--- src/hdl/closed_catmull_rom_point_eval_defines.svh ---
// Assertion macros for the closed-loop curve point evaluator.
// Used by the top level; they expand to nothing under SYNTHESIS.
`ifndef CLOSED_CATMULL_ROM_POINT_EVAL_DEFINES_SVH
`define CLOSED_CATMULL_ROM_POINT_EVAL_DEFINES_SVH

`ifndef SYNTHESIS
// Same-cycle implication, checked out of reset
`define CRP_ASSERT_IMPLY(lbl, clk, rstn, ante, cons) \
    lbl: assert property (@(posedge clk) disable iff (!(rstn)) (ante) |-> (cons)) \
        else $error("crp assertion failed");
// Next-cycle implication
`define CRP_ASSERT_NEXT(lbl, clk, rstn, ante, cons) \
    lbl: assert property (@(posedge clk) disable iff (!(rstn)) (ante) |=> (cons)) \
        else $error("crp assertion failed");
`else
`define CRP_ASSERT_IMPLY(lbl, clk, rstn, ante, cons)
`define CRP_ASSERT_NEXT(lbl, clk, rstn, ante, cons)
`endif

`endif

--- src/hdl/crp_pkg.sv ---
// Shared types and constants of the closed-loop curve point evaluator.
// No dependencies; imported by every module of the block.
package crp_pkg;

    localparam int MaxPoints   = 64;
    localparam int IdxBits     = $clog2(MaxPoints);
    localparam int CountBits   = IdxBits + 1;
    localparam int CoordBits   = 32;
    localparam int FracBits    = 16;
    localparam int WeightBits  = FracBits + 4;
    localparam int ProdBits    = CoordBits + WeightBits;
    localparam int SumBits     = ProdBits + 2;
    localparam int QueueDepth  = 4;
    localparam int QueuePtrBits = $clog2(QueueDepth);

    typedef logic [1:0]                   status_t;
    typedef logic signed [CoordBits-1:0]  coord_t;
    typedef logic [IdxBits-1:0]           idx_t;
    typedef logic [CountBits-1:0]         count_t;
    typedef logic [FracBits-1:0]          frac_t;

    // Request operations
    localparam logic OpStore = 1'b0;
    localparam logic OpEval  = 1'b1;

    // Result status codes, also used as the request kind inside the block
    localparam status_t StatusEval     = 2'd0;
    localparam status_t StatusStored   = 2'd1;
    localparam status_t StatusNoPoints = 2'd2;

    // Classified request as it travels from front to back
    typedef struct packed {
        status_t kind;
        idx_t    slot;
        coord_t  x;
        coord_t  y;
        coord_t  z;
        frac_t   t;
        idx_t    idx0;
        idx_t    idx1;
        idx_t    idx2;
        idx_t    idx3;
    } req_t;

endpackage

--- src/hdl/crp_front.sv ---
// Front end: accepts requests, classifies them and finds segment, t and neighbor slots.
// Depends on crp_pkg.
module crp_front (
    input  logic            s_valid,
    output logic            s_ready,
    input  logic            s_op,
    input  crp_pkg::idx_t   s_point_index,
    input  crp_pkg::coord_t s_in_x,
    input  crp_pkg::coord_t s_in_y,
    input  crp_pkg::coord_t s_in_z,
    input  crp_pkg::frac_t  s_curve_pos,
    input  crp_pkg::count_t n_points,
    input  logic            q_full,
    output logic            q_push,
    output crp_pkg::req_t   q_req
);
    import crp_pkg::*;

    count_t                        n_eff;
    count_t                        n_m1;
    idx_t                          last;
    logic [FracBits+CountBits-1:0] scaled;
    idx_t                          seg;
    idx_t                          nb0;
    idx_t                          nb2;
    idx_t                          nb3;

    // Accept while the queue has room
    assign s_ready = !q_full;
    assign q_push  = s_valid && !q_full;

    // Clamp the point count to the table size
    assign n_eff = (n_points > count_t'(MaxPoints)) ? count_t'(MaxPoints) : n_points;
    assign n_m1  = n_eff - count_t'(1);
    assign last  = n_m1[IdxBits-1:0];

    // Split position * count into segment and local t
    assign scaled = {{CountBits{1'b0}}, s_curve_pos} * {{FracBits{1'b0}}, n_eff};
    assign seg    = scaled[FracBits +: IdxBits];

    // Wrap neighbor slots around the loop
    assign nb0 = (seg == '0)   ? last : seg - idx_t'(1);
    assign nb2 = (seg == last) ? '0   : seg + idx_t'(1);
    assign nb3 = (nb2 == last) ? '0   : nb2 + idx_t'(1);

    always_comb begin
        q_req      = '0;
        q_req.slot = s_point_index;
        q_req.x    = s_in_x;
        q_req.y    = s_in_y;
        q_req.z    = s_in_z;
        q_req.t    = scaled[FracBits-1:0];
        q_req.idx0 = nb0;
        q_req.idx1 = seg;
        q_req.idx2 = nb2;
        q_req.idx3 = nb3;
        if (s_op == OpStore) begin
            q_req.kind = StatusStored;
        end else if (n_eff == '0) begin
            q_req.kind = StatusNoPoints;
        end else begin
            q_req.kind = StatusEval;
        end
    end

endmodule

--- config.mk ---
export PLATFORM = sky130hd
export DESIGN_NAME = crp_front
export DESIGN_NICKNAME = d
export VERILOG_FILES = /design/src/hdl/closed_catmull_rom_point_eval_defines.svh /design/src/hdl/crp_pkg.sv /design/src/hdl/crp_front.sv
export SDC_FILE = /design/constraint.sdc
export NUM_CORES = 1
export LEC_CHECK = 0
export BUFFER_PORTS_ARGS = -buffer_cell sky130_fd_sc_hd__buf_2
export CORE_UTILIZATION = 30
export DETAILED_ROUTE_END_ITERATION = 6
export PLACE_DENSITY = 0.64
export REMOVE_ABC_BUFFERS = 1
export SLEW_MARGIN = 30
export SYNTH_ARGS = -nofsm -noshare
export SYNTH_HDL_FRONTEND = slang
export SYNTH_SLANG_ARGS = --single-unit
--- constraint.sdc ---
create_clock -name vclk -period 23.6
set_input_delay 2.36 -clock vclk [all_inputs]
set_output_delay 2.36 -clock vclk [all_outputs]
set_load 0.01 [all_outputs]
==> impl_metrics.yaml, run 1 <==
status:
  status: "complete, no violations"
cells_and_area:
  area_growth_pct: -3.347
  clock_buffers: 0
  nets: 880
  final_cells: 861
  fin_util: 0.2987
  drive_above_1_share: 0.1399
  nFlopsAndLatches: 0
  final_area_um2: 5202
  diodes: 0
  layout_commonest_cell: "inv_1"
  regArea_um2: 0
  mostFrequentLayoutCells: "82 x inv_1, 76 x and2_1, 70 x buf_2, 68 x fa_1, 60 x nand2_1"
die:
  ios: 274
  start_util: 0.3091
  std_cell_rows: 48
  design.core.area_um2: 17420
  die_y_um: 136.0
  die-area_um2: 18480
  chipWidth_um: 136.0
yosys:
  synth_cells: 684
  ys_types: 63
  synth-seq-area-share: 0
  synth.cell_area_um2: 5383
  yosysWarnings: 0
  syn_area_per_cell_um2: 7.869
power_and_ir_drop:
  power.density_nw_per_um2: 81.73
  ir_worst_vdd_mv: 0.07025
  swShare: 0.6033
  power.switching_w: 0.0002566
  leakage_nw: 2.569
  seqPwrFrac: 0
  p_clk_frac: 0
  p_int_w: 0.0001687
  total_power_w: 0.0004252
  p_comb_frac: 1.000
timing:
  slew_headroom: 0.4743
  max_freq_mhz: 83.49
  worstMarginPinSlew_ns: 0.7850
  setup-violations-final: 0
  finalCritPeriodShare: 0.5075
  min_period_ns: 11.98
  rsz0062_at_grt: "false"
  fin_setup_tns_ns: 0
  report.final.slew_viol_count: 0
  report.final.hold_viol_count: 0
job:
  cap_viol_max_count: 0
routing:
  wl_per_cell_um: 29.22
  drt_iter0_drc: 329
  drcViolationCount: 0
  via_per_inst: 5.344
  postRouteWirelength_um: 25160
  drt-pass1-iter-count: 5
  dr_total_vias: 4601
  postRouteAntennaNets: 0
placement:
  io_buffer_count: 70
  placed_cell_area_um2: 5200
  dp_hpwl_um: 22240
  placed_cells: 861
  routabilityCongestion: 1.009
critical_path:
  cp_cell_sequence: "buf_2 > nor2b_2 > and2_1 > fa_1 > fa_1 > fa_1 > inv_1 > fa_1 > inv_1 > ha_1 > a21oi_1 > o21ai_0 > a2bb2oi_1 > a21oi_1 > or2_2 > inv_1 > ha_1 > xnor2_1 > nand2b_1 > a2111oi_2 > nor3_1 > a2111oi_4 > nor3_1 > buf_2"
  cpMaxStageDelayCell: "nor2b_2"
  start_kind: "primary input"
  path_buf_inv: 5
  critPathTopFamily: "adder cells"
  cpPeakStageDelay_ns: 0.69
  crit_path_end_kind: "primary output"
  cpMostUsedCell: "fa_1"
  crit_arrival_ns: 9.62
  critPathKind: "primary input to primary output"
  required_ns: 21.24
  cp_max_fo: 27
global_routing:
  grt_pass1_wl_um: 34850
  grt_pass1_vias: 4479
  grt-ovfl-total: 0
  grt_max_degree: 28
  antenna_found_initial: 0
  groute.usage.overall: 0.2740
hold_path:
  holdPathEnd: "q_req[83]"
  hold_path.class: "primary input to primary output"
  hold_path_depth: 0
  hold_start: "s_in_y[11]"
clock_tree:
  post_cts_buffers: 0
  cts_resized: 0
  ctsHoldBuffers: 0
[power groups by stage]
stage	sequential (W)	combinational, W	clock [W]
3_3_place_gp	0	0.000425	0
4_1_cts	0	0.000428	0
5_1_grt	0	0.000477	0
3_5_place_dp	0	0.000425	0
2_1_floorplan	0	0.000296	0
6_report	0	0.000425	0
[worst max path at each step]
| stage | slack [ns] | start | cells after the start | to |
|---|---|---|---|---|
| 3_3_place_gp | 11.44 | n_points[6] | 24 | q_req[3] |
| 5_1_grt | 11.21 | n_points[6] | 24 | q_req[3] |
| 4_1_cts | 11.49 | n_points[6] | 24 | q_req[3] |
| 6_report | 11.62 | n_points[6] | 24 | q_req[3] |
| 2_1_floorplan | 12.84 | n_points[4] | 22 | q_req[3] |
| 3_5_place_dp | 11.52 | n_points[6] | 24 | q_req[3] |
[Yosys cell counts, types with 4 or more instances]
library cell / n / area, µm²
a21oi_1: 23 / 115.1
nor3_1: 10 / 50.05
inv_1: 82 / 307.8
o21ai_0: 13 / 65.06
fa_1: 68 / 1361
o211ai_1: 10 / 75.07
nand4_1: 5 / 31.28
nand2b_1: 5 / 31.28
ha_1: 46 / 575.6
nand3_1: 6 / 30.03
nand2_1: 60 / 225.2
and3_1: 6 / 37.54
xor2_1: 6 / 52.55
nor2b_1: 12 / 75.07
nor4_1: 4 / 25.02
or4_1: 4 / 30.03
and2_1: 76 / 475.5
nor2_1: 27 / 101.4
o21a_1: 4 / 30.03
clkbuf_1: 15 / 56.30
or3_1: 5 / 31.28
a211oi_1: 8 / 60.06
a21o_1: 6 / 45.04
xnor2_1: 31 / 271.5
buf_4: 102 / 765.7
[routing by layer]
metal  wire length, µm  GRT usage
met1              7148     0.2244
met2             10440     0.4198
met3              6253     0.2957
met4               890    0.07469
met5               424     0.1806
[logic make-up after synthesis]
family | after synthesis | synth area share
AND/OR/NAND/NOR | 235 | 0.2369
buffers and inverters | 202 | 0.2125
adder cells (fa/ha/maj) | 114 | 0.3598
AO/OA/AOI/OAI | 94 | 0.1269
XOR/XNOR | 37 | 0.06020
multiplexers | 2 | 0.003719
[final cells by class]
cell class / count / area, µm²
Fill cell: 1930 / 12210
Inverter: 83 / 311.5
Multi-Input combinational cell: 482 / 4252
Tap cell: 225 / 281.5
Timing Repair Buffer: 71 / 357.8
[stage by stage]
step	setup slack, ns	hold slack (ns)
2_1_floorplan	12.84	4.720
3_3_place_gp	11.44	4.720
3_5_place_dp	11.52	4.720
4_1_cts	11.49	4.720
5_1_grt	11.21	4.720
6_report	11.62	4.720
(Power assumes the default switching activity.)
==> inputs of run 2 (changes only) <==
==> constraint.sdc (replaced) <==
create_clock -name vclk -period 12.5
set_input_delay 1.25 -clock vclk [all_inputs]
set_output_delay 1.25 -clock vclk [all_outputs]
set_load 0.01 [all_outputs]
==> impl_metrics.yaml, run 2 (synthesis gave the netlist of run 1 again) <==
status:
  status: "complete, no violations"
timing:
  report.final.slew_viol_count: 0
  max_freq_mhz: 102.9
  report.final.hold_viol_count: 0
  finalCritPeriodShare: 0.7778
  min_period_ns: 9.723
  setup-violations-final: 0
  setup_slack_ns: 2.777
  fin_setup_tns_ns: 0
  slew_headroom: 0.4800
  worstMarginPinSlew_ns: 0.7765
  hold_ws_ns: 2.500
  rsz0062_at_grt: "false"
die:
  chipWidth_um: 136.0
  die-area_um2: 18480
  design.core.area_um2: 17420
  die_y_um: 136.0
  start_util: 0.3091
  ios: 274
  std_cell_rows: 48
clock_tree:
  cts_resized: 0
  ctsHoldBuffers: 0
  post_cts_buffers: 0
routing:
  wl_per_cell_um: 29.31
  dr_total_vias: 4664
  postRouteWirelength_um: 25230
  drt-pass1-iter-count: 5
  via_per_inst: 5.417
  drt_iter0_drc: 275
  postRouteAntennaNets: 0
  drcViolationCount: 0
critical_path:
  cp_max_fo: 27
  crit_start: "n_points[6]"
  critical_path.endpoint: "q_req[2]"
  crit_path_end_kind: "primary output"
  critPathKind: "primary input to primary output"
  start_kind: "primary input"
  required_ns: 11.25
  crit_arrival_ns: 8.47
cells_and_area:
  layout_commonest_cell: "inv_1"
  area_growth_pct: -3.347
  diodes: 0
  mostFrequentLayoutCells: "82 x inv_1, 76 x and2_1, 70 x buf_2, 68 x fa_1, 60 x nand2_1"
  nFlopsAndLatches: 0
  clock_buffers: 0
  drive_above_1_share: 0.1399
  nets: 880
  regArea_um2: 0
hold_path:
  hold_path.class: "primary input to primary output"
  hold_path_depth: 0
global_routing:
  grt_max_degree: 28
  grt_pass1_wl_um: 34980
  grt_pass1_vias: 4465
  groute.usage.overall: 0.2742
  grt-ovfl-total: 0
  antenna_found_initial: 0
placement:
  io_buffer_count: 70
  place_ws_ns: 2.626
  routabilityCongestion: 1.024
  dp_hpwl_um: 22240
job:
  cap_viol_max_count: 0
power_and_ir_drop:
  power.density_nw_per_um2: 155.2
  total_power_w: 0.0008075
  ir_worst_vdd_mv: 0.1342
  leakage_nw: 2.569
run 2: cell counts in the layout (fill, tap and decap cells not counted):
Identical to the previous run, type by type.
run 2: worst min-delay path by stage:
stage	start	end	slack (ns)
floorplan	s_in_y[28]	q_req[100]	2.50
detailed placement	s_in_y[11]	q_req[83]	2.50
global placement	s_in_y[11]	q_req[83]	2.50
CTS	s_in_y[11]	q_req[83]	2.50
global route	s_in_z[11]	q_req[51]	2.50
finish	s_in_z[11]	q_req[51]	2.50
run 2: stage by stage:
stage            util  instances  cell area (µm²)
4_1_cts        0.2986        861             5200
5_1_grt        0.2987        861             5202
3_3_place_gp   0.2980        861             5190
2_1_floorplan       -        565             4551
3_5_place_dp   0.2986        861             5200
6_report       0.2987        861             5202
run 2: routing by layer:
metal | vias to the layer above | GRT usage | routed length (µm)
li1 | 2039 | - | -
met1 | 2203 | 0.2332 | 7292
met2 | 356 | 0.4076 | 10320
met3 | 54 | 0.2927 | 6156
met4 | 12 | 0.08580 | 1044
met5 | - | 0.1722 | 420
run 2: area by class of cell:
class	instances	area, µm²
fillers	1901	12210
inverters	83	311.5
well taps	225	281.5
repair buffers	71	357.8
multi-input cells	482	4252
run 2: worst max-delay path: stages:
cell,delay (ns)
buf_2,0.27
nor2b_2,0.66
and2_1,0.24
fa_1,0.46
fa_1,0.53
fa_1,0.56
inv_1,0.06
fa_1,0.52
inv_1,0.04
ha_1,0.36
a21oi_1,0.31
o21ai_0,0.20
a2bb2oi_1,0.47
a21oi_1,0.19
or2_2,0.41
inv_1,0.16
ha_1,0.27
xnor2_1,0.18
nand2b_1,0.14
a2111oi_2,0.32
nor3_1,0.15
a2111oi_4,0.44
nor2_1,0.09
buf_2,0.15
run 2: power breakdown:
part           switching (W)  internal (W)  total (W)  leakage, nW
Clock                      0             0          0            0
Combinational       0.000489      0.000319   0.000808         2.57
Sequential                 0             0          0            0
