**config.mk**
```make
export PLATFORM = sky130hd
export DESIGN_NAME = crp_queue
export DESIGN_NICKNAME = d
export VERILOG_FILES = /design/src/hdl/closed_catmull_rom_point_eval_defines.svh /design/src/hdl/crp_pkg.sv /design/src/hdl/crp_queue.sv
export SDC_FILE = /design/constraint.sdc
export NUM_CORES = 1
export LEC_CHECK = 0
export BUFFER_PORTS_ARGS = -buffer_cell sky130_fd_sc_hd__buf_2
export CORE_UTILIZATION = 30
export DETAILED_ROUTE_END_ITERATION = 8
export PLACE_DENSITY = 0.44
export SYNTH_ARGS = -nofsm -noshare
export SYNTH_HDL_FRONTEND = slang
export SYNTH_SLANG_ARGS = --single-unit
```
**constraint.sdc**
```tcl
create_clock -name aclk -period 5.3 [get_ports aclk]
set_input_delay 0.53 -clock aclk [delete_from_list [all_inputs] [get_ports aclk]]
set_output_delay 0.53 -clock aclk [all_outputs]
set_load 0.005 [all_outputs]
```
**src/hdl/closed_catmull_rom_point_eval_defines.svh**
```systemverilog
// Assertion macros for the closed-loop curve point evaluator.
// Used by the top level; they expand to nothing under SYNTHESIS.
`ifndef CLOSED_CATMULL_ROM_POINT_EVAL_DEFINES_SVH
`define CLOSED_CATMULL_ROM_POINT_EVAL_DEFINES_SVH

`ifndef SYNTHESIS
// Same-cycle implication, checked out of reset
`define CRP_ASSERT_IMPLY(lbl, clk, rstn, ante, cons) \
    lbl: assert property (@(posedge clk) disable iff (!(rstn)) (ante) |-> (cons)) \
        else $error("crp assertion failed");
// Next-cycle implication
`define CRP_ASSERT_NEXT(lbl, clk, rstn, ante, cons) \
    lbl: assert property (@(posedge clk) disable iff (!(rstn)) (ante) |=> (cons)) \
        else $error("crp assertion failed");
`else
`define CRP_ASSERT_IMPLY(lbl, clk, rstn, ante, cons)
`define CRP_ASSERT_NEXT(lbl, clk, rstn, ante, cons)
`endif

`endif

```
**src/hdl/crp_pkg.sv**
```systemverilog
// Shared types and constants of the closed-loop curve point evaluator.
// No dependencies; imported by every module of the block.
package crp_pkg;

    localparam int MaxPoints   = 64;
    localparam int IdxBits     = $clog2(MaxPoints);
    localparam int CountBits   = IdxBits + 1;
    localparam int CoordBits   = 32;
    localparam int FracBits    = 16;
    localparam int WeightBits  = FracBits + 4;
    localparam int ProdBits    = CoordBits + WeightBits;
    localparam int SumBits     = ProdBits + 2;
    localparam int QueueDepth  = 4;
    localparam int QueuePtrBits = $clog2(QueueDepth);

    typedef logic [1:0]                   status_t;
    typedef logic signed [CoordBits-1:0]  coord_t;
    typedef logic [IdxBits-1:0]           idx_t;
    typedef logic [CountBits-1:0]         count_t;
    typedef logic [FracBits-1:0]          frac_t;

    // Request operations
    localparam logic OpStore = 1'b0;
    localparam logic OpEval  = 1'b1;

    // Result status codes, also used as the request kind inside the block
    localparam status_t StatusEval     = 2'd0;
    localparam status_t StatusStored   = 2'd1;
    localparam status_t StatusNoPoints = 2'd2;

    // Classified request as it travels from front to back
    typedef struct packed {
        status_t kind;
        idx_t    slot;
        coord_t  x;
        coord_t  y;
        coord_t  z;
        frac_t   t;
        idx_t    idx0;
        idx_t    idx1;
        idx_t    idx2;
        idx_t    idx3;
    } req_t;

endpackage

```
**src/hdl/crp_queue.sv**
```systemverilog
// Short request queue between front and back end.
// Depends on crp_pkg.
module crp_queue (
    input  logic          aclk,
    input  logic          aresetn,
    input  logic          push,
    input  crp_pkg::req_t push_req,
    output logic          full,
    output logic          head_valid,
    output crp_pkg::req_t head_req,
    input  logic          pop
);
    import crp_pkg::*;

    req_t                    entries_reg [QueueDepth];
    logic [QueuePtrBits-1:0] wr_ptr_reg;
    logic [QueuePtrBits-1:0] rd_ptr_reg;
    logic [QueuePtrBits:0]   count_reg;
    logic [QueuePtrBits:0]   count_next;

    assign full       = (count_reg == (QueuePtrBits+1)'(QueueDepth));
    assign head_valid = (count_reg != '0);
    assign head_req   = entries_reg[rd_ptr_reg];

    always_comb begin
        count_next = count_reg;
        if (push && !pop) begin
            count_next = count_reg + 1'b1;
        end else if (pop && !push) begin
            count_next = count_reg - 1'b1;
        end
    end

    // Advance pointers and count
    always_ff @(posedge aclk) begin
        if (!aresetn) begin
            wr_ptr_reg <= '0;
            rd_ptr_reg <= '0;
            count_reg  <= '0;
        end else begin
            if (push) begin
                wr_ptr_reg <= wr_ptr_reg + 1'b1;
            end
            if (pop) begin
                rd_ptr_reg <= rd_ptr_reg + 1'b1;
            end
            count_reg <= count_next;
        end
    end

    // Hold request payloads
    always_ff @(posedge aclk) begin
        if (push) begin
            entries_reg[wr_ptr_reg] <= push_req;
        end
    end

endmodule

```
==> flow_summary.toml, run 1 <==
[critical_path]
critPathArrivalTime_ns = 2.79
worstPathCellList = "buf_4, mux4_2, buf_2"
max_stage_delay_ns = 0.81
crit_fanout = 33
required_ns = 4.77
worstRegToRegCells = 4
crit_path_top_delay_cell = "dfxtp_4"
path_class = "reg -> out"
worst_setup_path_start_kind = "flop"
end_kind = "output pin"

[sta]
setup_viol = 0
rsz0062_at_grt = "no"
worst_pin_slew_ns = 0.878
fmax_mhz = 302
tns_ns = 0
period_share = 0.626
period_minus_slack_ns = 3.32
relSlewSlack = 0.415
slew_viol_final = 0
postLayoutSetupSlackWorst_ns = 1.98
whs_ns = 0.159
hold_viol = 0
clock-skew-final_ns = 0.0198

[clock_tree]
numCtsBuffers = 67
clkSinkCount = 585
cts_tree = "yes"
cts_root_buffer = "clkbuf_16"
cts.clk_slew.worst_paths_ns = 0.06
htree_num_levels = 3
max-clock-path-buffers = 3
cts_setup_buffers = 0
worstSkewPairLatency_ns = 0.58
cts_resized = 0
hold_buffers = 0

[die]
rows = 97
dieArea_sq_um = 71700
pin_count = 294
initial_core_util = 0.303
core-area_sq_um = 69900
die_height_um = 268
die_x_um = 268

[yosys]
synth_area_sq_um = 21200
synth_ff_type = "edfxtp_1"
yosysMostFrequentCell = "edfxtp_1"
ys_ff_latch = 585
synth_largest_area_cell = "edfxtp_1"
synth-edff-count = 576
syn_avg_cell_area_sq_um = 26.7
synth.area.top_cells = "edfxtp_1 82%, mux4_2 15%, dfxtp_1 0.85%"
async_flop_share = 0
synthTopCellsByCount = "576 x edfxtp_1, 144 x mux4_2, 16 x buf_2"
yosysSeqAreaShare = 0.825
synth_top_area_share = 0.816
synth_cell_type_count = 21
synth.net_count = 949
syn_inst = 795
yosysWarnings = 0

[route]
drt_iter0_markers = 441
final_antenna_net_count = 0
drtPass1Iterations = 5
wl_mm = 45.3
drc_errors = 0
dr_total_vias = 9494
routedWlPerCell_um = 21.3
via_per_inst = 4.46

[place]
preCtsSetupSlack_ns = 2.47
portBuffers = 293
place_congestion = 0.697
dp.final_hpwl_mm = 26.2
placedCellCount = 2009
placed_cell_area_sq_um = 23900

[pwr]
p_clk_frac = 0.418
p_leak_nw = 8.59
ir_worst_vdd_uv = 269
seqPwrFrac = 0.499
combPwrFrac = 0.083
switching_share = 0.213
p_int_mw = 8.50
total_power_mw = 10.8
power_density_nw_per_um2 = 415
p_switching_mw = 2.30

[cells_and_area]
fin_cells = 2129
final_nets = 1292
syn2layout_area_growth_pct = 22.8
drive_gt1_frac = 0.459
fin_area_sq_um = 26000
largest_register_ffs = 576
utilization = 0.372

[worst_hold_path]
min_path_cells = 1
hold_path_class = "in -> reg"

[global_routing]
grt_max_degree = 89
grt_pass1_vias = 10300
grt_use_total = 0.127
grt_pass1_wl_mm = 66.1
overflow = 0
antenna_found_initial = 16

[run_status]
status = "complete, no violations"

[run]
cap_viol_max_count = 0
area by class of cell:
type                    count  area [sq um]
clock inverters            34           367
clock buffers              81          1790
well taps                 940          1180
flip-flops and latches    585         17500
repair buffers            306          1680
multi-input cells         174          3500
fillers                  6472         43900
inverters                   4          15.0
diodes                      5          12.5
cell families after synthesis:
group	synth area share
DFF	0.825
muxes	0.154
adders and majority gates	0.00390
xor gates and xnor gates	0.00207
AOI/OAI and AO/OA	0.000590
and+or+nand+nor	0.00437
buffers and inverters	0.0103
critical path, delay by kind of cell, from the launching register on:
kind | cells | cell delay, ns
buffers and inverters | 2 | 0.76
multiplexers | 1 | 0.58
flip-flops | 1 | 0.81
path summary, 6_finish.rpt:
kind                                                  from                       endpoint  slack, ns
worst min-delay path                         push_req[137]  entries_reg[0][137]$_DFFE_PP_       0.16
worst min register to register   count_reg[2]$_SDFFE_PN0P_      count_reg[2]$_SDFFE_PN0P_       0.51
worst max-delay path                                  flop                  head_req[139]       1.98
worst max register to register  wr_ptr_reg[0]$_SDFFE_PN0P_  entries_reg[2][102]$_DFFE_PP_       3.23
per-layer routing:
metal	global-route usage	vias up	part of all wire
li1	-	4138	-
met1	0.154	4991	0.41
met2	0.203	236	0.48
met3	0.0530	105	0.081
met4	0.0434	24	0.027
met5	0	-	0.0031
power groups by stage:
| stage | sequential [mW] | clock [mW] | combinational [mW] |
|---|---|---|---|
| floorplan | 5.48 | 0 | 0.503 |
| global placement | 5.48 | 0 | 0.928 |
| CTS | 5.39 | 4.67 | 0.935 |
| global route | 5.40 | 4.83 | 0.985 |
| finish | 5.39 | 4.51 | 0.894 |
| detailed placement | 5.49 | 0 | 0.932 |
placed cells by master, fill, tap and decap left out, types with 3 or more instances in the layout:
cell type	n
ha_1	5
clkinv_1	16
mux4_2	144
and2_1	5
clkinv_8	3
xor2_1	3
clkbuf_16	70
and2_4	4
clkinv_2	6
clkbuf_1	11
buf_12	9
bufinv_16	7
dfxtp_1	7
inv_1	4
edfxtp_1	576
diode_2	5
buf_2	293
buf_4	4
(Power assumes the default switching activity.)
==> run 2: changes to the inputs <==
--- a/config.mk
+++ b/config.mk
@@ -8,7 +8,7 @@
 export BUFFER_PORTS_ARGS = -buffer_cell sky130_fd_sc_hd__buf_2
 export CORE_UTILIZATION = 30
 export DETAILED_ROUTE_END_ITERATION = 8
-export PLACE_DENSITY = 0.44
+export PLACE_DENSITY = 0.46
 export SYNTH_ARGS = -nofsm -noshare
 export SYNTH_HDL_FRONTEND = slang
 export SYNTH_SLANG_ARGS = --single-unit
==> constraint.sdc (replaced) <==
create_clock -name aclk -period 2.95 [get_ports aclk]
set_input_delay 0.295 -clock aclk [delete_from_list [all_inputs] [get_ports aclk]]
set_output_delay 0.295 -clock aclk [all_outputs]
set_load 0.005 [all_outputs]
==> run 2 against run 1 <==
  * The flow now finishes with violations (DRC)
  * Global-route usage grew 0.19 points
  * Clock skew shrank 0.0032 ns
  * Sequential power rose by 79%
  * Non-clock buffer count grew 163
  * Critical path depth unchanged
  * Combinational power rose by 110%
  * Register-to-register slack worse by 2.1 ns
  * Via count is 5.9% higher
  * Routed wire length increased by 1.7%
  * Worst hold slack worse by 0.075 ns
  * Final area grew 5.4%
  * Count of clock-buffer cells in the layout fell by 3
  * Critical path type unchanged
  * Critical endpoint is now head_req[131]
  * Largest power group unchanged
  * Highest routed layer unchanged
==> flow_summary.toml, run 2 (synthesis results as in run 1) <==
[die]
core-area_sq_um = 69900
rows = 97
initial_core_util = 0.303
dieArea_sq_um = 71700
die_height_um = 268
die_x_um = 268
pin_count = 294

[sta]
relSlewSlack = 0.588
period_share = 0.878
whs_ns = 0.0842
setup_viol = 0
tns_ns = 0
fmax_mhz = 386
hold_viol = 0
rsz0062_at_grt = "no"
slew_viol_final = 0
clock-skew-final_ns = 0.0166
period_minus_slack_ns = 2.59
worst_pin_slew_ns = 0.618

[cells_and_area]
final_cell_mix = "576 x edfxtp_1, 293 x buf_2, 145 x dlygate4sd3_1"
largest_register_ffs = 576
utilization = 0.392
layout_commonest_cell = "edfxtp_1"
syn2layout_area_growth_pct = 29.4
fin_area_sq_um = 27400
drive_gt1_frac = 0.414
final_nets = 1449

[critical_path]
crit_fanout = 33
worstPathCellList = "buf_12, mux4_2, buf_2"
worst_setup_path_start_kind = "flop"
max_stage_delay_ns = 0.60
end_kind = "output pin"
critPathArrivalTime_ns = 2.30
path_class = "reg -> out"
required_ns = 2.65
crit_path_top_delay_cell = "dfxtp_4"

[pwr]
seqPwrFrac = 0.512
p_clk_frac = 0.390
power_density_nw_per_um2 = 687
p_int_mw = 14.8
combPwrFrac = 0.098
p_leak_nw = 9.19
ir_worst_vdd_uv = 446
switching_share = 0.215
p_switching_mw = 4.04

[route]
routedWlPerCell_um = 20.1
via_per_inst = 4.40
wl_mm = 46.1
drtPass1Iterations = 8
drc_errors = 4
drt_iter0_markers = 558
dr_total_vias = 10100
final_antenna_net_count = 0

[place]
dp.final_hpwl_mm = 27.3
place_congestion = 0.716
placed_cell_area_sq_um = 24100
portBuffers = 293

[global_routing]
overflow = 0
antenna_found_initial = 7
grt_pass1_vias = 11300
grt_max_degree = 74
grt_use_total = 0.129
grt_pass1_wl_mm = 69.1

[run_status]
violations = "DRC"
status = "finished with violations"

[clock_tree]
cts.clk_slew.worst_paths_ns = 0.06
numCtsBuffers = 61
htree_num_levels = 2
cts_root_buffer = "clkbuf_16"
cts_resized = 0
clkSinkCount = 585
worstSkewPairLatency_ns = 0.61
cts_setup_buffers = 0
max-clock-path-buffers = 3
cts_tree = "yes"
hold_buffers = 145

[run]
cap_viol_max_count = 0

[worst_hold_path]
hold_path_class = "in -> reg"
run 2: changes by cell type in the layout (fill, tap and decap cells not counted), moves of 2 or more:
cell	delta
dlygate4sd3_1	+145
clkinv_8	-3
clkinv_1	-4
buf_4	+13
buf_12	+5
clkinv_2	+3
clkinvlp_4	+2
clkbuf_1	+6
clkbuf_16	-9
run 2: layout make-up:
class                   count  area, sq um
diodes                      4         10.0
clock buffers              78         1590
clock inverters            33          320
fillers                  6409        42500
inverters                   4         15.0
multi-input cells         174         3500
flip-flops and latches    585        17500
well taps                 940         1180
repair buffers            469         3330
run 2: path summary, 6_finish.rpt:
kind	from	to	slack, ns	cells past startpoint
setup / recovery	flop	head_req[131]	0.36	3
hold / removal	pop	rd_ptr_reg[0]$_SDFFE_PN0P_	0.08	3
setup reg to reg	wr_ptr_reg[0]$_SDFFE_PN0P_	entries_reg[3][111]$_DFFE_PP_	1.12	3
hold reg to reg	count_reg[2]$_SDFFE_PN0P_	count_reg[2]$_SDFFE_PN0P_	0.51	2
run 2: per-layer routing:
metal  share of wire  track usage  wire, um  vias up
li1                -            -         -     4464
met2            0.47        0.205     21800      226
met5          0.0011            0        51        -
met1            0.44        0.170     20100     5286
met3           0.067       0.0400      3100       72
met4           0.021       0.0347       990        8
run 2: worst max-delay path, delay by kind of cell, from the launching register on:
kind                   cells  cell delay, ns
buffers and inverters      2            0.51
multiplexers               1            0.57
flip-flops                 1            0.60
run 2: per-stage QoR:
| step | cells | total power, mW | worst slack [ns] |
|---|---|---|---|
| after floorplan | 795 | 10.7 | 0.199 |
| after global placement | 2027 | 11.6 | 0.877 |
| after detailed placement | 2027 | 11.6 | 0.887 |
| after CTS | 2283 | 19.2 | 0.211 |
| after global routing | 2286 | 19.6 | 0.168 |
| final | 2287 | 18.8 | 0.360 |
run 2: power groups by stage:
stage               Combinational, mW  Clock (mW)  Sequential (mW)
detailed placement               1.74           0             9.83
CTS                              1.92        7.65             9.66
global placement                 1.74           0             9.82
global route                     2.02        7.89             9.68
floorplan                       0.905           0             9.81
finish                           1.84        7.35             9.65
